==> src/rtl/core/vstc_pkg.sv <==
// shared types and constants of the transition controller
// no dependencies
package vstc_pkg;

  localparam int KEYER_COUNT = 4;
  localparam int LANES       = 4;
  localparam int KI_W        = (KEYER_COUNT > 1) ? $clog2(KEYER_COUNT) : 1;
  localparam int QB          = 15;

  localparam logic [15:0] FULL = 16'h8000;
  localparam logic [15:0] HALF = 16'h4000;

  // request to the shared divider: quotient of num * 2^15 / den
  typedef struct packed {
    logic        start;
    logic        ceil;
    logic [32:0] num;
    logic [31:0] den;
  } div_req_t;

  typedef struct packed {
    logic        done;
    logic [15:0] quo;
  } div_res_t;

endpackage

==> src/rtl/core/video_switcher_transition_control.sv <==
// top level of the mix/effects transition controller
// depends on vstc_pkg and vstc_div
//
// Commands other than tick are handled in idle and give no output transaction.
// A tick runs a sequence through one shared divider: fade ramp, one ramp per
// keyer that is not riding, auto progress, then a multiply (ST_MUL) and an
// update (ST_RIDE) per riding keyer on one multiplier. Ramps are skipped when
// no ticks elapsed. A tick also waits for any snapshot still held in the output
// register; in_stall is high for that time. The finished snapshot sits in an
// output register, so a new command is taken while it waits.
module video_switcher_transition_control (
  input  logic        clk,
  input  logic        rst_n,
  input  logic        cfg_we,
  input  logic [2:0]  cfg_index,
  input  logic [63:0] cfg_data,
  input  logic        in_valid,
  output logic        in_stall,
  input  logic [3:0]  in_command,
  input  logic [31:0] in_now_tick,
  input  logic [7:0]  in_source,
  input  logic [15:0] in_tbar_position,
  input  logic [2:0]  in_keyer_index,
  input  logic        in_tie_value,
  output logic        out_valid,
  input  logic        out_stall,
  output logic [7:0]  out_program_source,
  output logic [7:0]  out_preview_source,
  output logic [15:0] out_mix_alpha,
  output logic [2:0]  out_style_out,
  output logic [15:0] out_softness_out,
  output logic [15:0] out_fade_level,
  output logic        out_transition_active,
  output logic [63:0] out_keyer_levels,
  output logic [3:0]  out_keyer_on_mask,
  output logic [3:0]  out_keyer_tie_mask,
  output logic [31:0] out_keyer_sources_out,
  output logic [3:0]  out_keyer_follow_out
);

  localparam int KC = vstc_pkg::KEYER_COUNT;
  localparam int KW = vstc_pkg::KI_W;

  // command codes
  localparam logic [3:0] CMD_TICK     = 4'd0;
  localparam logic [3:0] CMD_PROGRAM  = 4'd1;
  localparam logic [3:0] CMD_PREVIEW  = 4'd2;
  localparam logic [3:0] CMD_CUT      = 4'd3;
  localparam logic [3:0] CMD_AUTO     = 4'd4;
  localparam logic [3:0] CMD_TBAR_BEG = 4'd5;
  localparam logic [3:0] CMD_TBAR_MOV = 4'd6;
  localparam logic [3:0] CMD_FADE     = 4'd7;
  localparam logic [3:0] CMD_KEY_TOG  = 4'd8;
  localparam logic [3:0] CMD_KEY_TIE  = 4'd9;

  // register indexes
  localparam logic [2:0] REG_TRANS_DUR = 3'd0;
  localparam logic [2:0] REG_STYLE     = 3'd1;
  localparam logic [2:0] REG_SOFTNESS  = 3'd2;
  localparam logic [2:0] REG_FADE_DUR  = 3'd3;
  localparam logic [2:0] REG_KEY_DUR   = 3'd4;
  localparam logic [2:0] REG_KEY_SRC   = 3'd5;
  localparam logic [2:0] REG_KEY_FOL   = 3'd6;

  typedef enum logic [3:0] {
    ST_IDLE, ST_FADE_DIV, ST_FADE_WAIT, ST_KEY_DIV, ST_KEY_WAIT,
    ST_AUTO_DIV, ST_AUTO_WAIT, ST_MUL, ST_RIDE, ST_OUT
  } state_t;

  // configuration
  logic [31:0] trans_dur_r;
  logic [2:0]  style_r;
  logic [15:0] softness_r;
  logic [31:0] fade_dur_r;
  logic [63:0] key_dur_r;
  logic [31:0] key_src_r;
  logic [3:0]  key_fol_r;

  // switcher state
  state_t      state_r;
  logic [7:0]  program_r;
  logic [7:0]  preview_r;
  logic        auto_run_r;
  logic        tbar_held_r;
  logic [31:0] auto_start_r;
  logic [15:0] tbar_level_r;
  logic [15:0] fade_r;
  logic        fade_goal_r;
  logic [31:0] prev_tick_r;
  logic        prev_valid_r;
  logic [15:0] key_level_r [KC];
  logic [15:0] key_origin_r [KC];
  logic [KC-1:0] key_goal_r;
  logic [KC-1:0] key_tied_r;
  logic [KC-1:0] key_riding_r;

  // tick working registers
  logic [31:0] now_r;
  logic [31:0] elapsed_r;
  logic [15:0] alpha_r;
  logic [KW-1:0] key_cnt_r;
  logic [31:0] prod_r;

  // output register
  logic        out_valid_r;
  logic [7:0]  o_prog_r;
  logic [7:0]  o_prev_r;
  logic [15:0] o_alpha_r;
  logic [2:0]  o_style_r;
  logic [15:0] o_soft_r;
  logic [15:0] o_fade_r;
  logic        o_active_r;
  logic [63:0] o_levels_r;
  logic [3:0]  o_on_r;
  logic [3:0]  o_tie_r;
  logic [31:0] o_src_r;
  logic [3:0]  o_fol_r;

  vstc_pkg::div_req_t div_req;
  vstc_pkg::div_res_t div_res;

  vstc_div u_div (
    .clk   (clk),
    .rst_n (rst_n),
    .req   (div_req),
    .res   (div_res)
  );

  function automatic logic [15:0] ramp_to(input logic [15:0] lvl, input logic goal,
                                          input logic [15:0] step);
    logic [15:0] tgt;
    logic [15:0] res;
    tgt = goal ? vstc_pkg::FULL : 16'd0;
    res = lvl;
    if (lvl < tgt) begin
      res = ((tgt - lvl) <= step) ? tgt : lvl + step;
    end else if (lvl > tgt) begin
      res = ((lvl - tgt) <= step) ? tgt : lvl - step;
    end
    return res;
  endfunction

  logic        in_acc;
  logic        out_acc;
  logic        active;
  logic [KW-1:0] ki;
  logic        ki_ok;
  logic [31:0] elapsed_in;
  logic [15:0] key_dur_k;
  logic [32:0] auto_n;
  logic        key_last;

  // next values of the keyer group for complete, cancel and arm
  logic [15:0] cmp_level [KC];
  logic [KC-1:0] cmp_goal;
  logic [KC-1:0] cnl_goal;
  logic [KC-1:0] arm_goal;
  logic        was_active;

  logic [63:0] lvl_pack;
  logic [3:0]  on_pack;
  logic [3:0]  tie_pack;
  logic [31:0] src_pack;
  logic [3:0]  fol_pack;

  always_comb begin
    in_acc     = in_valid && !in_stall;
    out_acc    = out_valid_r && !out_stall;
    active     = auto_run_r || tbar_held_r;
    was_active = active;
    ki         = in_keyer_index[KW-1:0];
    ki_ok      = {1'b0, in_keyer_index} < 4'(KC);
    elapsed_in = (prev_valid_r && (in_now_tick > prev_tick_r)) ?
                 in_now_tick - prev_tick_r : 32'd0;
    key_dur_k  = key_dur_r[16*key_cnt_r +: 16];
    auto_n     = {1'b0, now_r - auto_start_r} + 33'd1;
    key_last   = key_cnt_r == KW'(KC - 1);
    for (int k = 0; k < KC; k++) begin
      cmp_goal[k]  = key_goal_r[k];
      cmp_level[k] = key_level_r[k];
      if (key_riding_r[k]) begin
        cmp_level[k] = key_goal_r[k] ? vstc_pkg::FULL : 16'd0;
      end else if (key_tied_r[k] && !was_active) begin
        cmp_goal[k]  = !key_goal_r[k];
        cmp_level[k] = !key_goal_r[k] ? vstc_pkg::FULL : 16'd0;
      end
      cnl_goal[k] = key_riding_r[k] ? (key_origin_r[k] > vstc_pkg::HALF) : key_goal_r[k];
      arm_goal[k] = key_tied_r[k] ? !key_goal_r[k] : key_goal_r[k];
    end
    lvl_pack = '0;
    on_pack  = '0;
    tie_pack = '0;
    src_pack = '0;
    fol_pack = '0;
    for (int k = 0; k < vstc_pkg::LANES; k++) begin
      if (k < KC) begin
        lvl_pack[16*k +: 16] = key_level_r[k];
        on_pack[k]           = key_goal_r[k];
        tie_pack[k]          = key_tied_r[k];
        src_pack[8*k +: 8]   = key_src_r[8*k +: 8];
        fol_pack[k]          = key_fol_r[k];
      end
    end
  end

  // divider requests from the sequencer
  always_comb begin
    div_req.start = 1'b0;
    div_req.ceil  = 1'b1;
    div_req.num   = {1'b0, elapsed_r};
    div_req.den   = (fade_dur_r == 32'd0) ? 32'd1 : fade_dur_r;
    unique case (state_r)
      ST_FADE_DIV: begin
        div_req.start = elapsed_r != 32'd0;
      end
      ST_KEY_DIV: begin
        div_req.start = (elapsed_r != 32'd0) && !key_riding_r[key_cnt_r];
        div_req.den   = {16'd0, (key_dur_k == 16'd0) ? 16'd1 : key_dur_k};
      end
      ST_AUTO_DIV: begin
        div_req.start = auto_run_r && (now_r >= auto_start_r);
        div_req.ceil  = 1'b0;
        div_req.num   = auto_n;
        div_req.den   = (trans_dur_r == 32'd0) ? 32'd1 : trans_dur_r;
      end
      default: begin
      end
    endcase
  end

  always_ff @(posedge clk) begin
    if (!rst_n) begin
      trans_dur_r  <= 32'd30;
      style_r      <= '0;
      softness_r   <= '0;
      fade_dur_r   <= 32'd30;
      key_dur_r    <= '0;
      key_src_r    <= '0;
      key_fol_r    <= '0;
      state_r      <= ST_IDLE;
      program_r    <= '0;
      preview_r    <= '0;
      auto_run_r   <= 1'b0;
      tbar_held_r  <= 1'b0;
      auto_start_r <= '0;
      tbar_level_r <= '0;
      fade_r       <= '0;
      fade_goal_r  <= 1'b0;
      prev_tick_r  <= '0;
      prev_valid_r <= 1'b0;
      key_goal_r   <= '0;
      key_tied_r   <= '0;
      key_riding_r <= '0;
      for (int k = 0; k < KC; k++) begin
        key_level_r[k]  <= '0;
        key_origin_r[k] <= '0;
      end
      key_cnt_r    <= '0;
      out_valid_r  <= 1'b0;
    end else begin
      if (cfg_we) begin
        unique case (cfg_index)
          REG_TRANS_DUR: trans_dur_r <= cfg_data[31:0];
          REG_STYLE:     style_r     <= cfg_data[2:0];
          REG_SOFTNESS:  softness_r  <= cfg_data[15:0];
          REG_FADE_DUR:  fade_dur_r  <= cfg_data[31:0];
          REG_KEY_DUR:   key_dur_r   <= cfg_data;
          REG_KEY_SRC:   key_src_r   <= cfg_data[31:0];
          REG_KEY_FOL:   key_fol_r   <= cfg_data[3:0];
          default: begin
          end
        endcase
      end

      // in ST_OUT the load below decides the flag
      if (out_acc && state_r != ST_OUT) begin
        out_valid_r <= 1'b0;
      end

      unique case (state_r)
        ST_IDLE: begin
          if (in_acc) begin
            unique case (in_command)
              CMD_TICK: begin
                now_r        <= in_now_tick;
                elapsed_r    <= elapsed_in;
                prev_tick_r  <= in_now_tick;
                prev_valid_r <= 1'b1;
                state_r      <= ST_FADE_DIV;
              end
              CMD_PROGRAM, CMD_PREVIEW: begin
                // cancel: riding keyers fall back by origin
                key_goal_r   <= cnl_goal;
                key_riding_r <= '0;
                auto_run_r   <= 1'b0;
                tbar_held_r  <= 1'b0;
                tbar_level_r <= '0;
                if (in_command == CMD_PROGRAM) begin
                  program_r <= in_source;
                end else begin
                  preview_r <= in_source;
                end
              end
              CMD_CUT: begin
                program_r    <= preview_r;
                preview_r    <= program_r;
                key_goal_r   <= cmp_goal;
                key_riding_r <= '0;
                for (int k = 0; k < KC; k++) key_level_r[k] <= cmp_level[k];
                auto_run_r   <= 1'b0;
                tbar_held_r  <= 1'b0;
                tbar_level_r <= '0;
              end
              CMD_AUTO, CMD_TBAR_BEG: begin
                if (!active) begin
                  if (in_command == CMD_AUTO) begin
                    auto_run_r   <= 1'b1;
                    auto_start_r <= in_now_tick;
                  end else begin
                    tbar_held_r <= 1'b1;
                  end
                  key_riding_r <= key_riding_r | key_tied_r;
                  key_goal_r   <= arm_goal;
                  for (int k = 0; k < KC; k++) begin
                    if (key_tied_r[k]) key_origin_r[k] <= key_level_r[k];
                  end
                end
              end
              CMD_TBAR_MOV: begin
                if (tbar_held_r) begin
                  if (in_tbar_position >= vstc_pkg::FULL) begin
                    // bar at full lands the transition
                    program_r    <= preview_r;
                    preview_r    <= program_r;
                    key_goal_r   <= cmp_goal;
                    key_riding_r <= '0;
                    for (int k = 0; k < KC; k++) key_level_r[k] <= cmp_level[k];
                    auto_run_r   <= 1'b0;
                    tbar_held_r  <= 1'b0;
                    tbar_level_r <= '0;
                  end else begin
                    tbar_level_r <= in_tbar_position;
                  end
                end
              end
              CMD_FADE: begin
                fade_goal_r <= !fade_goal_r;
              end
              CMD_KEY_TOG: begin
                if (ki_ok) key_goal_r[ki] <= !key_goal_r[ki];
              end
              CMD_KEY_TIE: begin
                if (ki_ok) begin
                  key_tied_r[ki] <= in_tie_value;
                  if (!in_tie_value) key_riding_r[ki] <= 1'b0;
                end
              end
              default: begin
              end
            endcase
          end
        end
        ST_FADE_DIV: begin
          key_cnt_r <= '0;
          state_r   <= (elapsed_r != 32'd0) ? ST_FADE_WAIT : ST_KEY_DIV;
        end
        ST_FADE_WAIT: begin
          if (div_res.done) begin
            fade_r    <= ramp_to(fade_r, fade_goal_r, div_res.quo);
            key_cnt_r <= '0;
            state_r   <= ST_KEY_DIV;
          end
        end
        ST_KEY_DIV: begin
          if (div_req.start) begin
            state_r <= ST_KEY_WAIT;
          end else if (key_last) begin
            state_r <= ST_AUTO_DIV;
          end else begin
            key_cnt_r <= key_cnt_r + KW'(1);
          end
        end
        ST_KEY_WAIT: begin
          if (div_res.done) begin
            key_level_r[key_cnt_r] <= ramp_to(key_level_r[key_cnt_r],
                                              key_goal_r[key_cnt_r], div_res.quo);
            if (key_last) begin
              state_r <= ST_AUTO_DIV;
            end else begin
              key_cnt_r <= key_cnt_r + KW'(1);
              state_r   <= ST_KEY_DIV;
            end
          end
        end
        ST_AUTO_DIV: begin
          key_cnt_r <= '0;
          if (div_req.start) begin
            state_r <= ST_AUTO_WAIT;
          end else begin
            // auto before its start tick gives zero, held bar gives its level
            alpha_r <= (!auto_run_r && tbar_held_r) ? tbar_level_r : 16'd0;
            state_r <= ST_MUL;
          end
        end
        ST_AUTO_WAIT: begin
          if (div_res.done) begin
            if (div_res.quo == vstc_pkg::FULL) begin
              // auto landed on this tick
              alpha_r      <= '0;
              program_r    <= preview_r;
              preview_r    <= program_r;
              key_goal_r   <= cmp_goal;
              key_riding_r <= '0;
              for (int k = 0; k < KC; k++) key_level_r[k] <= cmp_level[k];
              auto_run_r   <= 1'b0;
              tbar_held_r  <= 1'b0;
              tbar_level_r <= '0;
            end else begin
              alpha_r <= div_res.quo;
            end
            state_r <= ST_MUL;
          end
        end
        ST_MUL: begin
          if (!active) begin
            state_r <= ST_OUT;
          end else if (key_riding_r[key_cnt_r]) begin
            prod_r  <= (key_goal_r[key_cnt_r] ?
                        vstc_pkg::FULL - key_origin_r[key_cnt_r] :
                        key_origin_r[key_cnt_r]) * alpha_r;
            state_r <= ST_RIDE;
          end else if (key_last) begin
            state_r <= ST_OUT;
          end else begin
            key_cnt_r <= key_cnt_r + KW'(1);
          end
        end
        ST_RIDE: begin
          key_level_r[key_cnt_r] <= key_goal_r[key_cnt_r] ?
                                    key_origin_r[key_cnt_r] + prod_r[30:15] :
                                    key_origin_r[key_cnt_r] - prod_r[30:15];
          if (key_last) begin
            state_r <= ST_OUT;
          end else begin
            key_cnt_r <= key_cnt_r + KW'(1);
            state_r   <= ST_MUL;
          end
        end
        ST_OUT: begin
          if (!out_valid_r || out_stall == 1'b0) begin
            out_valid_r <= 1'b1;
            o_prog_r    <= program_r;
            o_prev_r    <= preview_r;
            o_alpha_r   <= alpha_r;
            o_style_r   <= style_r;
            o_soft_r    <= (softness_r > vstc_pkg::FULL) ? vstc_pkg::FULL : softness_r;
            o_fade_r    <= fade_r;
            o_active_r  <= active;
            o_levels_r  <= lvl_pack;
            o_on_r      <= on_pack;
            o_tie_r     <= tie_pack;
            o_src_r     <= src_pack;
            o_fol_r     <= fol_pack;
            state_r     <= ST_IDLE;
          end
        end
        default: begin
          state_r <= ST_IDLE;
        end
      endcase
    end
  end

  assign in_stall              = state_r != ST_IDLE;
  assign out_valid             = out_valid_r;
  assign out_program_source    = o_prog_r;
  assign out_preview_source    = o_prev_r;
  assign out_mix_alpha         = o_alpha_r;
  assign out_style_out         = o_style_r;
  assign out_softness_out      = o_soft_r;
  assign out_fade_level        = o_fade_r;
  assign out_transition_active = o_active_r;
  assign out_keyer_levels      = o_levels_r;
  assign out_keyer_on_mask     = o_on_r;
  assign out_keyer_tie_mask    = o_tie_r;
  assign out_keyer_sources_out = o_src_r;
  assign out_keyer_follow_out  = o_fol_r;

  // auto and held bar never run together
  a_one_mode: assert property (@(posedge clk) disable iff (!rst_n)
    !(auto_run_r && tbar_held_r))
    else $error("auto and t-bar both running");

  // divider results only arrive while the sequencer waits for them
  a_div_wait: assert property (@(posedge clk) disable iff (!rst_n)
    div_res.done |-> (state_r == ST_FADE_WAIT || state_r == ST_KEY_WAIT ||
                      state_r == ST_AUTO_WAIT))
    else $error("divider result outside a wait state");

  // fade level stays within full scale
  a_fade_range: assert property (@(posedge clk) disable iff (!rst_n)
    fade_r <= vstc_pkg::FULL)
    else $error("fade level above full");

  // a finished snapshot is never overwritten before it is taken
  a_out_hold: assert property (@(posedge clk) disable iff (!rst_n)
    (out_valid_r && out_stall && state_r == ST_OUT) |=> state_r == ST_OUT)
    else $error("pending result overwritten");

endmodule

==> src/rtl/core/vstc_div.sv <==
// shared iterative divider, one quotient bit per cycle
// depends on vstc_pkg
module vstc_div (
  input  logic              clk,
  input  logic              rst_n,
  input  vstc_pkg::div_req_t req,
  output vstc_pkg::div_res_t res
);

  logic        busy_r;
  logic [3:0]  cnt_r;
  logic [31:0] rem_r;
  logic [31:0] den_r;
  logic [vstc_pkg::QB-1:0] quo_r;
  logic        ceil_r;
  logic        done_r;
  logic [15:0] res_q_r;

  logic [32:0] shl;
  logic [32:0] sub;
  logic        fits;
  logic [31:0] rem_nxt;
  logic [vstc_pkg::QB-1:0] quo_nxt;
  logic [15:0] fin_q;

  always_comb begin
    shl     = {rem_r, 1'b0};
    fits    = shl >= {1'b0, den_r};
    sub     = shl - {1'b0, den_r};
    rem_nxt = fits ? sub[31:0] : shl[31:0];
    quo_nxt = {quo_r[vstc_pkg::QB-2:0], fits};
    fin_q   = {1'b0, quo_nxt} + {15'd0, (ceil_r && (rem_nxt != 32'd0))};
  end

  always_ff @(posedge clk) begin
    if (!rst_n) begin
      busy_r <= 1'b0;
      done_r <= 1'b0;
    end else begin
      done_r <= 1'b0;
      if (req.start) begin
        if (req.num >= {1'b0, req.den}) begin
          // quotient reaches full scale, saturate
          res_q_r <= vstc_pkg::FULL;
          done_r  <= 1'b1;
        end else begin
          rem_r  <= req.num[31:0];
          den_r  <= req.den;
          ceil_r <= req.ceil;
          quo_r  <= '0;
          cnt_r  <= 4'(vstc_pkg::QB);
          busy_r <= 1'b1;
        end
      end else if (busy_r) begin
        rem_r <= rem_nxt;
        quo_r <= quo_nxt;
        cnt_r <= cnt_r - 4'd1;
        if (cnt_r == 4'd1) begin
          busy_r  <= 1'b0;
          done_r  <= 1'b1;
          res_q_r <= fin_q;
        end
      end
    end
  end

  assign res.done = done_r;
  assign res.quo  = res_q_r;

endmodule

==> config.mk <==
export PLATFORM = sky130hd
export DESIGN_NAME = video_switcher_transition_control
export DESIGN_NICKNAME = d
export VERILOG_FILES = /design/src/rtl/core/vstc_pkg.sv /design/src/rtl/core/video_switcher_transition_control.sv /design/src/rtl/core/vstc_div.sv
export SDC_FILE = /design/constraint.sdc
export NUM_CORES = 2
export LEC_CHECK = 0
export BUFFER_PORTS_ARGS = -buffer_cell sky130_fd_sc_hd__buf_4
export CAP_MARGIN = 5
export CORE_ASPECT_RATIO = 1.25
export CORE_MARGIN = 10
export CORE_UTILIZATION = 30
export DETAILED_ROUTE_END_ITERATION = 10
export PLACE_DENSITY = 0.47
export SYNTH_ARGS = -nofsm -noshare
export SYNTH_HDL_FRONTEND = slang
export SYNTH_HIERARCHICAL = 1
export SYNTH_SLANG_ARGS = --single-unit
==> constraint.sdc <==
create_clock -name clk -period 44.8 [get_ports clk]
set_input_delay 13.44 -clock clk [delete_from_list [all_inputs] [get_ports clk]]
set_output_delay 13.44 -clock clk [all_outputs]
set_load 0.005 [all_outputs]
-- Word level (Yosys, flattened, before mapping)
Memories as Yosys holds them, arrays and structs flattened. A register that Yosys moved wholly into a read port is not among the register bits.
Index checks and enable logic that the tools add are counted.
- $mul: 1
- divide/modulo/power cells: 0
- add/subtract/negate cells: 18
- bitwise logic cells: 23
- equal/unequal tests: 66
- muxes and demuxes: 251
- shift-type cells: 1
- order comparisons: 22
- reduce and logical (&&, ||, !) cells: 78
- operator list (kind ; number):
    $mux W16 ; 62
    $mux W32 ; 7
    $mux W4 ; 30
    $sub A16 B16 Y16 ; 7
    $mux W1 ; 99
    $mux W8 ; 12
    $pmux W16 S2 ; 3
    $sub A32 B32 Y32 ; 3
    $ge A33 B32 Y1 ; 2
    $gt A16 B15 Y1 const B ; 4
    $le A16 B16 Y1 ; 4
    $logic_not A32 Y1 ; 2
    $pmux W32 S2 ; 1
    $reduce_bool A32 Y1 ; 2
    $shiftx A64 B7 Y16 ; 1
    $ne A3 B3 Y1 const B ; 19
    $add A16 B16 Y16 ; 3
    $pmux W8 S3 ; 2
    $reduce_and A11 Y1 ; 4
    $mux W14 ; 3
    $pmux W4 S10 ; 1
    $mux W34 ; 1
    $add A32 B1 Y33 const B ; 1
    $eq A4 B3 Y1 const B ; 8
    68 further kinds ; 179
- latch bits: 0
- RAM bits: 128
- register bits: 706
- ROM bits: 0
- output and inout port bits: 178
- memories: 2
- memory list (name ; words ; width ; read ports ; clocked after memory_dff ; write ports ; RTL line ; source):
    key_level_r ; 4 ; 16 ; 5 ; 1 ; 4 ; video_switcher_transition_control.sv:91 ; logic [15:0] key_level_r [KC];
    key_origin_r ; 4 ; 16 ; 5 ; 1 ; 4 ; video_switcher_transition_control.sv:92 ; logic [15:0] key_origin_r [KC];

-- Depth between registers and ports, before layout
- depth in word-level cells: 13
- depth in mapped cells: 35
- mapped depth without buffers: 32

-- By module
Netlist, hierarchy kept.
- modules (own cells, without submodules) (module ; instances ; area an instance (um^2) ; cells each):
    video_switcher_transition_control ; 1 ; 47664.5 ; 5071
    vstc_div ; 1 ; 7342.0 ; 748

-- Worst setup path after synthesis
Ideal clock, no wire load.
- path kind: in2reg
- start point: input rst_n
- end point: register o_fade_r[0] (netlist: out_fade_level[0]) (enable)
- setup time: 1.649 ns
- stages: 3
- setup slack: 2.296 ns
- data arrival time: 40.855 ns
- cells stage by stage: inv_1 clkbuf_1 a2111oi_0
- longest elaborated chain between the ends: 1
- ends and longest elaborated chain (what ; RTL line ; source):
    start: declaration ; video_switcher_transition_control.sv:13 ; input logic rst_n,
    $reduce_and A3 Y1 (no source line) ; -- ;
    end signal: assignment ; video_switcher_transition_control.sv:457 ; o_fade_r <= fade_r;
    end: declaration ; video_switcher_transition_control.sv:111 ; logic [15:0] o_fade_r;
Every way passes these cells.
A chain may end at the register's enable or synchronous reset.

-- Final worst setup path
- start point: input in_now_tick[0]
- end point: register elapsed_r[22] (data pin)
- longest elaborated chain between the ends: 2
- elaborated cells on any way between the ends: 3
- ends and longest elaborated chain (what ; RTL line ; source):
    start: declaration ; video_switcher_transition_control.sv:20 ; input logic [31:0] in_now_tick,
    $gt A32 B32 Y1 ; video_switcher_transition_control.sv:173 ; elapsed_in = (prev_valid_r && (in_now_tick > prev_tick_r)) ?
    $logic_and A1 B1 Y1 ; video_switcher_transition_control.sv:173 ;
    end signal: assignment ; video_switcher_transition_control.sv:286 ; elapsed_r <= elapsed_in;
    end: declaration ; video_switcher_transition_control.sv:99 ; logic [31:0] elapsed_r;
Parallel ways exist; a longest one is shown, timed or not.

==> out/summary.txt <==
status - finished clean
min cycle time layout - 16.58 ns
DRC errors left - 0
area grow syn2layout - 14.65%
Finished Cell Area - 63060 sq um
Core Util, Final - 0.3462
worst slew pin tran - 1.400 ns
total number of H-tree levels - 3
Net Count, Synth - 6531
IO Pins - 314
max cap viols - 0
Routability Congestion - 0.9394
Die W - 403.0 um
Post-Synthesis Cell Area - 55010 sq um
Worst VDD drop - 0.02831 mV
DRT antenna net count - 0
Avg WL per Cell - 22.69 um
Setup TNS - 0 ns
Core ar. - 182200 sq um
CTS Hold Bufs - 0
Post-Route WL - 192900 um
first-pass GRT wire length - 288200 um
GR Overflow Total - 0
clock skew - 0.06889 ns
starting DRC count in detailed routing - 3046
Site Rows - 175
die height - 498.7 um
GRT Total Usage - 0.1868
crit-path max FO - 31
Area after DPL - 59900 sq um
reg2reg path depth - 31
Ys Warns - 6
sequential area share after synthesis - 0.3896
Final nets - 6737
gate count of the mapped netlist - 5819
dpl cells - 8317
Final HPWL DP - 148600 um
Port Buffers - 313
post-route clock period utilization - 0.3701
Slew headroom - 0.06254
Post-CTS Setup Repair Bufs - 0
initial core utilization - 0.3019
Post-synth EDFFs - 499
Final Max Tran Viols - 0
final hold vios - 0
crit path kind - in -> reg
fin cells - 8500
CTS resizes - 0
final setup fails - 0
TritonCTS Sinks - 821
#FFs+latches synth - 821
largest net degree at the start of global routing - 98
PwrDens - 30.24 nW/um^2
asr flop ratio synth - 0
fillers - 18868
unrepaired setup endpoints after global routing - false
Primary FF master, synth - edfxtp_1
share of layout cells above drive strength 1 - 0.1112
DRT Pass-1 Iters - 5
pre-CTS worst setup slack - 27.52 ns
vias per cell - 5.134
WP data required - 45.34 ns
Fmax achieved - 60.31 MHz
vias in the first global route - 44273
CTS tree - done
clk root buf - clkbuf_16
Netlist cell types - 107
crit path DAT - 17.12 ns
startpoint class of the critical path - input pin
CP Capture Type - register
leakage - 24.72 nW
die outline area - 201000 sq um
Final Worst Setup Slack - 28.22 ns
antenna violations before repair - 17
via count - 43639
Worst-path clk slew - 0.06 ns
worst skew pair latency - 0.75 ns
Max Root-Sink Buffers - 3
hold path cells - 0
hold crit path type - reg -> reg
CTS buffer count - 94
Avg Synthesized Cell Area - 9.453 sq um
-- cell usage in the layout (no fill, tap or decap), types with 71 or more instances in the layout --
| cell type | netlist | routed |
|---|---|---|
| fa_1 | 269 | 269 |
| o21ai_0 | 178 | 173 |
| nand2_1 | 958 | 958 |
| clkbuf_16 | 0 | 96 |
| xnor2_1 | 122 | 120 |
| nor4_1 | 73 | 71 |
| nor2_1 | 313 | 308 |
| dfxtp_1 | 322 | 320 |
| xor2_1 | 91 | 90 |
| inv_1 | 529 | 527 |
| edfxtp_1 | 499 | 499 |
| a21o_1 | 100 | 100 |
| a21oi_1 | 463 | 461 |
| buf_4 | 2 | 380 |
| nor2b_1 | 71 | 71 |
| nand3_1 | 105 | 104 |
| nor3_1 | 82 | 76 |
| ha_1 | 307 | 307 |
| and2_1 | 203 | 202 |
-- state kept, by name, summed over array words and instances, names as in the netlist, 32 cells and up, named ones only --
signal                 flops
key_dur_r                 64
key_level_r               64
key_origin_r              64
out_keyer_levels          64
auto_start_r              32
elapsed_r                 32
fade_dur_r                32
key_src_r                 32
now_r                     32
out_keyer_sources_out     32
prev_tick_r               32
trans_dur_r               32
u_div/den_r               32
u_div/rem_r               32
-- cells by family (layout without fill, tap and decap cells) --
kind of cell,count (synthesis),in the layout,synth area share
XOR/XNOR,214,214,0.03421
AND/OR/NAND/NOR,2046,2046,0.1731
AO/OA/AOI/OAI,1236,1236,0.1439
buffers and inverters,800,1088,0.05677
adder cells (fa/ha/maj),576,576,0.1677
other,0,4,0
multiplexers,126,126,0.03460
flip-flops,821,821,0.3896
-- Yosys cell counts, drive strengths merged (36+ instances only) --
master,n,area (sq um)
o21ai,225,1141
o21a,38,285.3
ha,307,3841
mux2i,63,630.6
xnor2,123,1085
a31oi,39,277.8
nor2,313,1175
mux4,50,1126
xor2,91,797.0
nor4,75,481.7
and2,204,1276
and3,36,229.0
fa,269,5385
a22o,58,508.0
nor2b,72,457.9
nor3,84,430.4
nand2,958,3596
buf,43,242.7
inv,529,1986
a211oi,42,320.3
a21o,103,777.0
nand4,60,375.4
clkbuf,227,862.1
nand2b,47,294.0
dfxtp,322,6446
nand3,105,525.5
a21oi,466,2344
edfxtp,499,14980
-- cell type report --
class                   count  area (sq um)  area share
diodes                      4         10.01   0.0001587
clock inverters            43         498.0    0.007897
multi-input cells        4198         30630      0.4858
flip-flops and latches    821         21430      0.3399
inverters                 529          1993     0.03161
clock buffers             135          2639     0.04184
repair buffers            381          2867     0.04545
well taps                2389          2989     0.04740
-- metal layers --
layer / vias to the layer above / global-route usage / share of wire
li1: 20655 / - / -
met1: 21425 / 0.2285 / 0.41
met2: 1211 / 0.3190 / 0.48
met3: 330 / 0.03301 / 0.053
met4: 18 / 0.08389 / 0.048
met5: - / 0 / 0.00056
-- worst paths after layout --
path,slack (ns),end,from
max,28.22,elapsed_r[22],in_now_tick[0]
min,0.42,out_program_source[7],program_r[7]
max reg2reg,34.98,prod_r[30],register
min reg2reg,0.42,out_program_source[7],program_r[7]
-- stage by stage --
stage / total power [mW] / hold WS, ns
final: 1.907 / 0.4185
after global routing: 1.986 / 0.4342
after CTS: 1.929 / 0.4219
after detailed placement: 1.131 / 0.4131
after global placement: 1.130 / 0.4127
after floorplan: 1.029 / 0.4076
-- report_power, final --
group	internal, mW	switching [mW]	total (mW)
Combinational	0.0929	0.177	0.269
Sequential	0.825	0.0222	0.847
Clock	0.440	0.351	0.790
-- worst max-delay path: stages --
cell and delay [ns]:
buf_4 0.11, inv_1 0.04, ha_1 0.22, fa_1 0.38, nor2b_1 0.16, o21ai_0 0.13
a21boi_0 0.24, o21ai_0 0.19, a311oi_1 0.50, o311a_1 0.37, o2111ai_1 0.19, a21o_1 0.58
a2111o_1 0.46, o21ai_0 0.09
Power figures use the tool's default switching activity.
